### src/rtl/core/assert_macros.svh
// Assertion macros used by the top level of the running statistics block
`ifndef ASSERT_MACROS_SVH
`define ASSERT_MACROS_SVH
`ifndef SYNTH
// same-cycle implication, checked at every rising clock edge outside reset
`define ASSERT_IMPLY(label, clk, rst, cond, prop) \
   label: assert property (@(posedge clk) disable iff (rst) (cond) |-> (prop)) \
      else $error("same-cycle check failed");
// next-cycle implication
`define ASSERT_NEXT(label, clk, rst, cond, prop) \
   label: assert property (@(posedge clk) disable iff (rst) (cond) |=> (prop)) \
      else $error("next-cycle check failed");
`else
`define ASSERT_IMPLY(label, clk, rst, cond, prop)
`define ASSERT_NEXT(label, clk, rst, cond, prop)
`endif
`endif

### src/rtl/core/rmsw_pkg.sv
// Package of the running mean and deviation block: sizes, codes and types
package rmsw_pkg;

   // default parameter values
   localparam int SAMPLE_BITS_DEF = 16;
   localparam int COUNT_BITS_DEF  = 20;
   localparam int FRAC_BITS_DEF   = 8;

   // fixed field widths
   localparam int CSR_DATA_W  = 16;
   localparam int CSR_INDEX_W = 1;
   localparam int MEAN_W      = 24;
   localparam int DEV_W       = 24;
   localparam int WIN_W       = 25;
   localparam int COUNT_OUT_W = 21;

   // register indexes
   localparam logic [CSR_INDEX_W-1:0] CSR_DATA_MINIMUM = 1'b0;
   localparam logic [CSR_INDEX_W-1:0] CSR_DATA_MAXIMUM = 1'b1;

   localparam logic signed [CSR_DATA_W-1:0] DATA_MINIMUM_RESET = 16'sh8000;
   localparam logic signed [CSR_DATA_W-1:0] DATA_MAXIMUM_RESET = 16'sh7FFF;

   // item codes
   localparam logic OP_CLEAR  = 1'b0;
   localparam logic OP_SAMPLE = 1'b1;

   typedef enum logic [2:0] {
      ST_IDLE,
      ST_SQUARE,
      ST_LOAD,
      ST_MULTIPLY,
      ST_MEAN,
      ST_ROOT,
      ST_DEVIATE,
      ST_DONE
   } rmsw_state_type;

   // status of a serial arithmetic unit
   typedef struct packed {
      logic busy;
      logic done;
   } rmsw_unit_stat_type;

endpackage

### src/rtl/core/running_mean_stddev_window.sv
// Top level of the running mean, standard deviation and display window block
//
// Each transfer on the req_ channel is either a clear (req_op = 0) or a signed
// sample (req_op = 1), and each gives exactly one transfer on the rsp_ channel.
// A sample adds to a running sum, a sum of squares and a count, then the block
// reports the mean (rounded toward minus infinity), the population standard
// deviation (rounded down) and the window mean -/+ deviation, all with
// FRAC_BITS fraction bits. The variance numerator n*Q - S*S is exact; the
// deviation is floor(isqrt((n*Q - S*S) << 2*FRAC_BITS) / n). Once the count
// reaches 2^COUNT_BITS further samples leave the statistics alone and come
// back with rsp_saturated set. A clear zeroes the accumulators and reports the
// data_minimum and data_maximum registers, scaled, as the window. All the
// arithmetic is bit-serial: the squaring and both products run one bit per
// cycle, one restoring divider runs twice (mean, then deviation) and the square
// root yields one bit per cycle. A sample passes through the square (skipped
// when saturated), load, multiply, mean, root, deviate and done states in
// turn; a clear goes from idle straight to the done state. From done the
// result is loaded into the output register once it is empty or being taken.
// A new item is taken once the previous result sits in the output register,
// which holds it until the rsp_ transfer. csr_ writes are always taken and
// must come only while the block is idle.
`include "assert_macros.svh"

module running_mean_stddev_window
   import rmsw_pkg::*;
#(
   parameter int SAMPLE_BITS = SAMPLE_BITS_DEF,
   parameter int COUNT_BITS  = COUNT_BITS_DEF,
   parameter int FRAC_BITS   = FRAC_BITS_DEF
) (
   input  logic                          clock,
   input  logic                          reset,
   // sample channel
   input  logic                          req_valid,
   output logic                          req_ready,
   input  logic                          req_op,
   input  logic signed [SAMPLE_BITS-1:0] req_sample_value,
   // result channel
   output logic                          rsp_valid,
   input  logic                          rsp_ready,
   output logic signed [MEAN_W-1:0]      rsp_mean_fixed,
   output logic [DEV_W-1:0]              rsp_deviation_fixed,
   output logic signed [WIN_W-1:0]       rsp_window_low,
   output logic signed [WIN_W-1:0]       rsp_window_high,
   output logic [COUNT_OUT_W-1:0]        rsp_sample_count,
   output logic                          rsp_saturated,
   // register write channel
   input  logic                          csr_valid,
   output logic                          csr_ready,
   input  logic [CSR_INDEX_W-1:0]        csr_index,
   input  logic [CSR_DATA_W-1:0]         csr_data
);

   localparam int CW     = COUNT_BITS + 1;                 // count, holds 2^COUNT_BITS
   localparam int SUMW   = SAMPLE_BITS + COUNT_BITS + 1;   // signed sum
   localparam int MAGW   = SAMPLE_BITS + COUNT_BITS;       // |sum|
   localparam int SQW    = 2 * SAMPLE_BITS - 1 + COUNT_BITS; // sum of squares
   localparam int PW     = 2 * (SAMPLE_BITS + COUNT_BITS); // n*Q and S*S
   localparam int NUMW   = SAMPLE_BITS + COUNT_BITS + FRAC_BITS; // dividend, root
   localparam int XW     = 2 * NUMW;                       // radicand
   localparam int MW     = NUMW + 1;                       // signed mean
   localparam int STEP_W = $clog2(MAGW);

   localparam logic [CW-1:0] COUNT_MAX = {1'b1, {COUNT_BITS{1'b0}}};

   rmsw_state_type state_ff, state_in;

   // accumulators
   logic signed [SUMW-1:0] sum_ff;
   logic [SQW-1:0]         sqsum_ff;
   logic [CW-1:0]          count_ff;

   // registers
   logic signed [CSR_DATA_W-1:0] csr_min_ff;
   logic signed [CSR_DATA_W-1:0] csr_max_ff;

   // shift-add products
   logic [PW-1:0]     nq_mcand_ff;
   logic [CW-1:0]     nq_mplier_ff;
   logic [PW-1:0]     nq_acc_ff;
   logic [PW-1:0]     ss_mcand_ff;
   logic [MAGW-1:0]   ss_mplier_ff;
   logic [PW-1:0]     ss_acc_ff;
   logic [STEP_W-1:0] step_ff;

   // per-item results
   logic                 clear_ff;
   logic                 sat_ff;
   logic                 neg_ff;
   logic signed [MW-1:0] mean_ff, mean_in;
   logic [NUMW-1:0]      dev_ff;

   // output register
   logic                          rsp_valid_ff;
   logic signed [MEAN_W-1:0]      rsp_mean_ff;
   logic [DEV_W-1:0]              rsp_dev_ff;
   logic signed [WIN_W-1:0]       rsp_low_ff, win_low_in;
   logic signed [WIN_W-1:0]       rsp_high_ff, win_high_in;
   logic [COUNT_OUT_W-1:0]        rsp_count_ff;
   logic                          rsp_sat_ff;

   // arithmetic units
   logic               div_start;
   logic [NUMW-1:0]    div_num;
   logic [NUMW-1:0]    div_quotient;
   logic               div_rem_nz;
   rmsw_unit_stat_type div_stat;
   logic               root_start;
   logic [XW-1:0]      root_rad;
   logic [NUMW-1:0]    root_value;
   rmsw_unit_stat_type root_stat;

   logic                   out_load;
   logic                   count_full;
   logic [SAMPLE_BITS-1:0] sample_abs;
   logic signed [SUMW-1:0] sum_neg;
   logic [MAGW-1:0]        sum_mag;
   logic [NUMW-1:0]        mean_num;
   logic [MW-1:0]          mean_pos;
   logic [MW-1:0]          mean_adj;

   assign req_ready  = (state_ff == ST_IDLE);
   assign csr_ready  = 1'b1;
   assign count_full = (count_ff == COUNT_MAX);

   // ---------------------------------------------------------------------------
   // Datapath helpers
   // ---------------------------------------------------------------------------
   always_comb begin
      sample_abs = req_sample_value[SAMPLE_BITS-1] ? SAMPLE_BITS'(-req_sample_value)
                                                   : req_sample_value;
      sum_neg    = -sum_ff;
      sum_mag    = sum_ff[SUMW-1] ? sum_neg[MAGW-1:0] : sum_ff[MAGW-1:0];
      mean_num   = NUMW'(sum_mag) << FRAC_BITS;

      // negative mean rounds toward minus infinity: -(q + any remainder)
      mean_pos   = {1'b0, div_quotient};
      mean_adj   = mean_pos + MW'(div_rem_nz);
      mean_in    = neg_ff ? $signed(MW'(-mean_adj)) : $signed(mean_pos);

      // n*Q >= S*S always holds for exact sums; zero kept as a guard
      root_rad   = (nq_acc_ff >= ss_acc_ff) ?
                   (XW'(nq_acc_ff - ss_acc_ff) << (2 * FRAC_BITS)) : '0;

      // window wraps at 25 bits like the field itself
      if (clear_ff) begin
         win_low_in  = WIN_W'(csr_min_ff) << FRAC_BITS;
         win_high_in = WIN_W'(csr_max_ff) << FRAC_BITS;
      end else begin
         win_low_in  = WIN_W'(mean_ff) - WIN_W'(dev_ff);
         win_high_in = WIN_W'(mean_ff) + WIN_W'(dev_ff);
      end
   end

   // ---------------------------------------------------------------------------
   // Sequencer
   // ---------------------------------------------------------------------------
   always_ff @(posedge clock) begin
      if (reset) begin
         state_ff <= ST_IDLE;
      end else begin
         state_ff <= state_in;
      end
   end

   always_comb begin
      state_in   = state_ff;
      div_start  = 1'b0;
      root_start = 1'b0;
      out_load   = 1'b0;
      div_num    = (state_ff == ST_LOAD) ? mean_num : root_value;
      case (state_ff)
         ST_IDLE: begin
            if (req_valid) begin
               if (req_op == OP_CLEAR) begin
                  state_in = ST_DONE;
               end else if (count_full) begin
                  state_in = ST_LOAD;
               end else begin
                  state_in = ST_SQUARE;
               end
            end
         end
         ST_SQUARE: begin
            if (step_ff == '0) begin
               state_in = ST_LOAD;
            end
         end
         ST_LOAD: begin
            div_start = 1'b1;
            state_in  = ST_MULTIPLY;
         end
         ST_MULTIPLY: begin
            if (step_ff == '0) begin
               state_in = ST_MEAN;
            end
         end
         ST_MEAN: begin
            if (div_stat.done) begin
               root_start = 1'b1;
               state_in   = ST_ROOT;
            end
         end
         ST_ROOT: begin
            if (root_stat.done) begin
               div_start = 1'b1;
               state_in  = ST_DEVIATE;
            end
         end
         ST_DEVIATE: begin
            if (div_stat.done) begin
               state_in = ST_DONE;
            end
         end
         ST_DONE: begin
            if (!rsp_valid_ff || rsp_ready) begin
               out_load = 1'b1;
               state_in = ST_IDLE;
            end
         end
         default: begin
            state_in = ST_IDLE;
         end
      endcase
   end

   // ---------------------------------------------------------------------------
   // Accumulators and registers
   // ---------------------------------------------------------------------------
   always_ff @(posedge clock) begin
      if (reset) begin
         sum_ff   <= '0;
         sqsum_ff <= '0;
         count_ff <= '0;
      end else if (req_valid && req_ready) begin
         if (req_op == OP_CLEAR) begin
            sum_ff   <= '0;
            sqsum_ff <= '0;
            count_ff <= '0;
         end else if (!count_full) begin
            sum_ff   <= sum_ff + SUMW'(req_sample_value);
            count_ff <= count_ff + 1'b1;
         end
      end else if (state_ff == ST_SQUARE && ss_mplier_ff[0]) begin
         // sample squared one multiplier bit per cycle straight into Q
         sqsum_ff <= sqsum_ff + SQW'(ss_mcand_ff);
      end
   end

   always_ff @(posedge clock) begin
      if (reset) begin
         csr_min_ff <= DATA_MINIMUM_RESET;
         csr_max_ff <= DATA_MAXIMUM_RESET;
      end else if (csr_valid && csr_ready) begin
         case (csr_index)
            CSR_DATA_MINIMUM: csr_min_ff <= csr_data;
            CSR_DATA_MAXIMUM: csr_max_ff <= csr_data;
            default: ;
         endcase
      end
   end

   // ---------------------------------------------------------------------------
   // Serial products and per-item results
   // ---------------------------------------------------------------------------
   always_ff @(posedge clock) begin
      case (state_ff)
         ST_IDLE: begin
            if (req_valid) begin
               clear_ff     <= (req_op == OP_CLEAR);
               sat_ff       <= (req_op == OP_SAMPLE) && count_full;
               mean_ff      <= '0;
               dev_ff       <= '0;
               ss_mcand_ff  <= PW'(sample_abs);
               ss_mplier_ff <= MAGW'(sample_abs);
               step_ff      <= STEP_W'(SAMPLE_BITS - 1);
            end
         end
         ST_SQUARE: begin
            ss_mcand_ff  <= ss_mcand_ff << 1;
            ss_mplier_ff <= ss_mplier_ff >> 1;
            step_ff      <= step_ff - 1'b1;
         end
         ST_LOAD: begin
            nq_mcand_ff  <= PW'(sqsum_ff);
            nq_mplier_ff <= count_ff;
            nq_acc_ff    <= '0;
            ss_mcand_ff  <= PW'(sum_mag);
            ss_mplier_ff <= sum_mag;
            ss_acc_ff    <= '0;
            neg_ff       <= sum_ff[SUMW-1];
            step_ff      <= STEP_W'(MAGW - 1);
         end
         ST_MULTIPLY: begin
            // n*Q and S*S side by side; n runs out of bits first
            if (nq_mplier_ff[0]) begin
               nq_acc_ff <= nq_acc_ff + nq_mcand_ff;
            end
            if (ss_mplier_ff[0]) begin
               ss_acc_ff <= ss_acc_ff + ss_mcand_ff;
            end
            nq_mcand_ff  <= nq_mcand_ff << 1;
            nq_mplier_ff <= nq_mplier_ff >> 1;
            ss_mcand_ff  <= ss_mcand_ff << 1;
            ss_mplier_ff <= ss_mplier_ff >> 1;
            step_ff      <= step_ff - 1'b1;
         end
         ST_MEAN: begin
            if (div_stat.done) begin
               mean_ff <= mean_in;
            end
         end
         ST_DEVIATE: begin
            if (div_stat.done) begin
               dev_ff <= div_quotient;
            end
         end
         default: ;
      endcase
   end

   // ---------------------------------------------------------------------------
   // Output register
   // ---------------------------------------------------------------------------
   always_ff @(posedge clock) begin
      if (reset) begin
         rsp_valid_ff <= 1'b0;
      end else if (out_load) begin
         rsp_valid_ff <= 1'b1;
      end else if (rsp_ready) begin
         rsp_valid_ff <= 1'b0;
      end
   end

   always_ff @(posedge clock) begin
      if (out_load) begin
         rsp_mean_ff  <= MEAN_W'(mean_ff);
         rsp_dev_ff   <= DEV_W'(dev_ff);
         rsp_low_ff   <= win_low_in;
         rsp_high_ff  <= win_high_in;
         rsp_count_ff <= COUNT_OUT_W'(count_ff);
         rsp_sat_ff   <= sat_ff;
      end
   end

   assign rsp_valid           = rsp_valid_ff;
   assign rsp_mean_fixed      = rsp_mean_ff;
   assign rsp_deviation_fixed = rsp_dev_ff;
   assign rsp_window_low      = rsp_low_ff;
   assign rsp_window_high     = rsp_high_ff;
   assign rsp_sample_count    = rsp_count_ff;
   assign rsp_saturated       = rsp_sat_ff;

   // ---------------------------------------------------------------------------
   // Arithmetic units
   // ---------------------------------------------------------------------------
   rmsw_serial_div #(
      .NUM_BITS (NUMW),
      .DEN_BITS (CW)
   ) u_div (
      .clock             (clock),
      .reset             (reset),
      .start             (div_start),
      .numerator         (div_num),
      .denominator       (count_ff),
      .quotient          (div_quotient),
      .remainder_nonzero (div_rem_nz),
      .stat              (div_stat)
   );

   rmsw_serial_sqrt #(
      .ROOT_BITS (NUMW)
   ) u_root (
      .clock    (clock),
      .reset    (reset),
      .start    (root_start),
      .radicand (root_rad),
      .root     (root_value),
      .stat     (root_stat)
   );

   // ---------------------------------------------------------------------------
   // Assertions
   // ---------------------------------------------------------------------------
   `ASSERT_NEXT(a_busy_after_transfer, clock, reset, req_valid && req_ready, !req_ready)
   `ASSERT_IMPLY(a_sat_at_full_count, clock, reset, rsp_valid_ff && rsp_sat_ff, rsp_count_ff == COUNT_OUT_W'(COUNT_MAX))
   `ASSERT_IMPLY(a_units_idle_at_done, clock, reset, state_ff == ST_DONE, !div_stat.busy && !root_stat.busy)
   `ASSERT_IMPLY(a_root_ready_for_divide, clock, reset, state_ff == ST_DEVIATE, root_stat.done)
   `ASSERT_IMPLY(a_rsp_only_from_done, clock, reset, $rose(rsp_valid_ff), $past(state_ff == ST_DONE))

endmodule

### src/rtl/core/rmsw_serial_div.sv
// Bit-serial restoring divider: one quotient bit per cycle
module rmsw_serial_div
   import rmsw_pkg::*;
#(
   parameter int NUM_BITS = SAMPLE_BITS_DEF + COUNT_BITS_DEF + FRAC_BITS_DEF,
   parameter int DEN_BITS = COUNT_BITS_DEF + 1
) (
   input  logic                clock,
   input  logic                reset,
   input  logic                start,
   input  logic [NUM_BITS-1:0] numerator,
   input  logic [DEN_BITS-1:0] denominator,
   output logic [NUM_BITS-1:0] quotient,
   output logic                remainder_nonzero,
   output rmsw_unit_stat_type  stat
);

   localparam int STEP_W = $clog2(NUM_BITS);

   logic [NUM_BITS-1:0] work_ff, work_in;
   logic [DEN_BITS-1:0] rem_ff, rem_in;
   logic [DEN_BITS-1:0] den_ff;
   logic [STEP_W-1:0]   step_ff;
   logic                busy_ff;
   logic                done_ff;
   logic [DEN_BITS:0]   rem_shift;
   logic [DEN_BITS:0]   rem_diff;
   logic                fits;

   always_comb begin
      rem_shift = {rem_ff, work_ff[NUM_BITS-1]};
      rem_diff  = rem_shift - {1'b0, den_ff};
      fits      = rem_shift >= {1'b0, den_ff};
      rem_in    = fits ? rem_diff[DEN_BITS-1:0] : rem_shift[DEN_BITS-1:0];
      work_in   = {work_ff[NUM_BITS-2:0], fits};
   end

   always_ff @(posedge clock) begin
      if (reset) begin
         busy_ff <= 1'b0;
         done_ff <= 1'b0;
      end else if (start) begin
         busy_ff <= 1'b1;
         done_ff <= 1'b0;
      end else if (busy_ff && step_ff == '0) begin
         busy_ff <= 1'b0;
         done_ff <= 1'b1;
      end
   end

   // numerator shifts out at the top while quotient bits enter at the bottom
   always_ff @(posedge clock) begin
      if (start) begin
         work_ff <= numerator;
         rem_ff  <= '0;
         den_ff  <= denominator;
         step_ff <= STEP_W'(NUM_BITS - 1);
      end else if (busy_ff) begin
         work_ff <= work_in;
         rem_ff  <= rem_in;
         step_ff <= step_ff - 1'b1;
      end
   end

   assign quotient          = work_ff;
   assign remainder_nonzero = |rem_ff;
   assign stat.busy         = busy_ff;
   assign stat.done         = done_ff;

endmodule

### src/rtl/core/rmsw_serial_sqrt.sv
// Digit-serial integer square root: two radicand bits and one root bit per cycle
module rmsw_serial_sqrt
   import rmsw_pkg::*;
#(
   parameter int ROOT_BITS = SAMPLE_BITS_DEF + COUNT_BITS_DEF + FRAC_BITS_DEF
) (
   input  logic                   clock,
   input  logic                   reset,
   input  logic                   start,
   input  logic [2*ROOT_BITS-1:0] radicand,
   output logic [ROOT_BITS-1:0]   root,
   output rmsw_unit_stat_type     stat
);

   localparam int STEP_W = $clog2(ROOT_BITS);

   logic [2*ROOT_BITS-1:0] rad_ff;
   logic [ROOT_BITS+1:0]   rem_ff, rem_in;
   logic [ROOT_BITS-1:0]   root_ff, root_in;
   logic [STEP_W-1:0]      step_ff;
   logic                   busy_ff;
   logic                   done_ff;
   logic [ROOT_BITS+1:0]   rem_shift;
   logic [ROOT_BITS+1:0]   trial;
   logic                   fits;

   // remainder never exceeds 2*root, so its top two bits are free before the shift
   always_comb begin
      rem_shift = {rem_ff[ROOT_BITS-1:0], rad_ff[2*ROOT_BITS-1 -: 2]};
      trial     = {root_ff, 2'b01};
      fits      = rem_shift >= trial;
      rem_in    = fits ? rem_shift - trial : rem_shift;
      root_in   = {root_ff[ROOT_BITS-2:0], fits};
   end

   always_ff @(posedge clock) begin
      if (reset) begin
         busy_ff <= 1'b0;
         done_ff <= 1'b0;
      end else if (start) begin
         busy_ff <= 1'b1;
         done_ff <= 1'b0;
      end else if (busy_ff && step_ff == '0) begin
         busy_ff <= 1'b0;
         done_ff <= 1'b1;
      end
   end

   always_ff @(posedge clock) begin
      if (start) begin
         rad_ff  <= radicand;
         rem_ff  <= '0;
         root_ff <= '0;
         step_ff <= STEP_W'(ROOT_BITS - 1);
      end else if (busy_ff) begin
         rad_ff  <= rad_ff << 2;
         rem_ff  <= rem_in;
         root_ff <= root_in;
         step_ff <= step_ff - 1'b1;
      end
   end

   assign root      = root_ff;
   assign stat.busy = busy_ff;
   assign stat.done = done_ff;

endmodule
### config.mk
export PLATFORM = sky130hd
export DESIGN_NAME = running_mean_stddev_window
export DESIGN_NICKNAME = d
export VERILOG_FILES = /design/src/rtl/core/rmsw_pkg.sv /design/src/rtl/core/running_mean_stddev_window.sv /design/src/rtl/core/rmsw_serial_div.sv /design/src/rtl/core/rmsw_serial_sqrt.sv
export VERILOG_INCLUDE_DIRS = /design/src /design/src/rtl/core
export SDC_FILE = /design/constraint.sdc
export NUM_CORES = 2
export LEC_CHECK = 0
export BUFFER_PORTS_ARGS = -buffer_cell sky130_fd_sc_hd__buf_2
export CORE_MARGIN = 2
export CORE_UTILIZATION = 35
export DETAILED_ROUTE_END_ITERATION = 8
export PLACE_DENSITY = 0.58
export SETUP_SLACK_MARGIN = 0.05
export SYNTH_ARGS = -nofsm -noshare
export SYNTH_HDL_FRONTEND = slang
export SYNTH_SLANG_ARGS = --single-unit
### constraint.sdc
create_clock -name clock -period 16.05 [get_ports clock]
set_clock_uncertainty 0.1 [all_clocks]
set_input_delay 2.4075 -clock clock [delete_from_list [all_inputs] [get_ports clock]]
set_output_delay 2.4075 -clock clock [all_outputs]
set_load 0.01 [all_outputs]
==> flow_metrics.tcl <==
set metrics [dict create \
    first_iter_violations 3703 \
    n_fill_cell 16884 \
    slew_headroom_pct 16.59 \
    dr_wl_met2_um 75290 \
    maxCapViolations 0 \
    rrSetupSlack_ns 10.96 \
    yosysMostFrequentCell "nand2_1" \
    antenna_left 0 \
    dp_hpwl_um 125100 \
    drt-total-wl_um 168100 \
    layout_min_cycle_time_ns 5.314 \
    setup_ws_ns 10.74 \
    drive_gt1_share_pct 7.124 \
    place.port_buffers 160 \
    yosys.area.top_type_share_pct 33.08 \
    root_buffer "clkbuf_16" \
    startpoint_type "input pin" \
    cts.sinks 930 \
    grt_max_degree 148 \
    outcome "finished, final reports clean" \
    dp_slack_ns 10.12 \
    hp-class "reg2reg" \
    endpoint_kind "register" \
    hold_viol_final 0 \
    initial_utilization_pct 35.31 \
    postSynth.asyncResetShare_pct 0 \
    synth_warnings 0 \
    yosysUniqueCellTypes 91 \
    leakagePower_uw 0.02762 \
    p_per_area_nw_per_um2 192.2 \
    routed.top_layer "met4" \
    synth_flop_cell "edfxtp_1" \
    path_max_fanout 6 \
    die_x_um 417.7 \
    dr.pass1.iters 6 \
    cp.arrival_ns 5.85 \
    cts_buffers 104 \
    cp-startpoint "req_sample_value[3]" \
    wl_per_cell_um 19.07 \
    required_ns 16.58 \
    area_delta_synth_final_pct 11.16 \
    syn_avg_cell_area_sq_um 9.247 \
    syn_inst 6479 \
    die-area_sq_um 174500 \
    clk-insertion-delay-late_ns 0.75 \
    synth.net_count 6975 \
    post_cts_buffers 0 \
    cts-resized-gates 0 \
    coreArea_sq_um 169700 \
    grtUsageTotal_pct 18.75 \
    max_freq_mhz 188.2 \
    ys_seq_area_share_pct 42.10 \
    cts_tree "yes" \
    synthTopCellsByArea "edfxtp_1 33%, ha_1 9.4%, dfxtp_1 9.0%, nand2_1 4.6%, a21oi_1 4.4%" \
    worst_r2r_startpoint "nq_acc_ff[0]" \
    h-tree-depth 3 \
    r2r-end "u_root.rad_ff[82]" \
    clk_pin_slew_ns 0.06 \
    hold_ws_ns 0.3313 \
    worst_r2r_path_depth 17 \
    ir_worst_vdd_mv 0.1037 \
    holdPathEnd "rsp_saturated" \
    rsz0062_at_grt "no" \
    yosys-top-cells-count "738 x nand2_1, 660 x edfxtp_1, 582 x nor2_1, 528 x a21oi_1, 449 x ha_1" \
    nNetsFinal 7002 \
    grt.overflow.total 0 \
    final.setup.tns_ns 0 \
    synth-edff-count 660 \
    worst_slew_pin_slew_ns 1.247 \
    io_pins 162 \
    holdCritStartpoint "sat_ff" \
    final_max_slew_viol_count 0 \
    fp.dieH_um 417.7 \
    met3_length_um 7867 \
    place_congestion 0.9488 \
    grt_first_pass_wirelength_um 262800 \
    post_drt_via_cell_ratio 5.472 \
    wl_met1_um 80500 \
    cts_buffer_depth 3 \
    vias 48241 \
    final_util_pct 39.26 \
    path_class "in2reg" \
    finalCritPeriodShare_pct 33.11 \
    setup_viol 0 \
    drcViolationCount 0 \
    postCtsHoldBufs 0 \
    synth_seq_cells 930 \
    first_global_vias 46160 \
    num_rows 151 \
    yosysTopAreaCell "edfxtp_1" \
    synth_area_sq_um 59910 \
    min_path_cells 0 \
    antenna_found_initial 1 \
]
==> cell usage in the layout (no fill, tap or decap), drive strengths merged, types with 30 or more instances in the layout <==
cell / synthesis / final
nor3: 106 / 106
clkinv: 2 / 32
clkbuf: 258 / 136
nor2: 583 / 583
xor2: 170 / 170
o211ai: 33 / 33
and2: 68 / 68
nand3: 90 / 90
o31ai: 86 / 86
ha: 449 / 449
mux2i: 102 / 102
nand2: 738 / 738
dfxtp: 270 / 270
nand2b: 78 / 78
inv: 322 / 327
edfxtp: 660 / 660
o21a: 43 / 43
or2: 30 / 30
a21oi: 528 / 528
xnor2: 280 / 280
a31oi: 54 / 54
a22o: 42 / 42
or3: 32 / 32
nand4: 89 / 89
o21bai: 88 / 88
a21o: 292 / 292
and3: 90 / 90
o21ai: 363 / 363
buf: 30 / 209
nor2b: 70 / 70
a22oi: 42 / 42
a211oi: 45 / 45
==> flip-flops by register name, indices dropped and copies added, names as in the netlist, 51 cells and up <==
register	count
ss_mcand_ff	72
ss_acc_ff	72
sqsum_ff	51
nq_acc_ff	72
u_root.rad_ff	72
nq_mcand_ff	72
==> stage by stage <==
stage	instance area [sq um]	power, uW	std cells
detailed placement	62910	10190	8618
CTS	66600	12830	8815
global route	66600	13730	8815
floorplan	59910	8551	6479
finish	66600	12800	8816
global placement	62910	10130	8618
==> cell type report <==
type / instances / area, sq um / share of cell area [%]
multi-input combinational: 4937 / 32500 / 48.80
sequential: 930 / 25230 / 37.88
clock buffer: 136 / 2836 / 4.259
tap: 2218 / 2775 / 4.167
inverter: 324 / 1219 / 1.830
timing repair buffer: 209 / 1184 / 1.777
clock inverter: 61 / 854.6 / 1.283
antenna: 1 / 2.502 / 0.003757
==> critical path: stages <==
cell and delay, ns:
buf_2 0.14, ha_1 0.35, nand2_1 0.06, o21ai_0 0.35, a41oi_1 0.27, a21oi_1 0.42, o211ai_1 0.20, o21ai_0 0.41
a31oi_1 0.28, o211ai_1 0.40, nand2_1 0.09, o21ai_0 0.19, xor2_1 0.09, a22o_1 0.19
==> per-layer routing <==
layer	vias up	track usage (%)
li1	23603	-
met1	23305	26.36
met2	1118	30.03
met3	215	2.341
met4	0	5.611
met5	-	0
==> power by group <==
group	internal (uW)	total, uW	switching (uW)
registers	3400	3880	485
logic	2420	6340	3910
clock network	1520	2580	1060
total	7340	12800	5460
==> how the worst max path moves through the flow <==
stage	endpoint	slack, ns
2_1_floorplan	rsp_deviation_fixed[0]	7.51
3_3_place_gp	sum_ff[35]	10.10
3_5_place_dp	sum_ff[35]	10.12
4_1_cts	u_root.rad_ff[65]	10.89
5_1_grt	sum_ff[35]	10.56
6_report	sum_ff[35]	10.74
==> cell families (layout without fill, tap and decap cells) <==
| family | after synthesis | count (layout) | synth area share (%) |
|---|---|---|---|
| xor gates and xnor gates | 450 | 450 | 6.579 |
| DFF | 930 | 930 | 42.10 |
| AOI/OAI and AO/OA | 1861 | 1861 | 20.14 |
| other | 1 | 2 | 0.006259 |
| adders and majority gates | 457 | 457 | 9.644 |
| and+or+nand+nor | 2055 | 2055 | 15.76 |
| buffers and inverters | 612 | 730 | 3.862 |
| muxes | 113 | 113 | 1.911 |
Power figures use the tool's default switching activity.
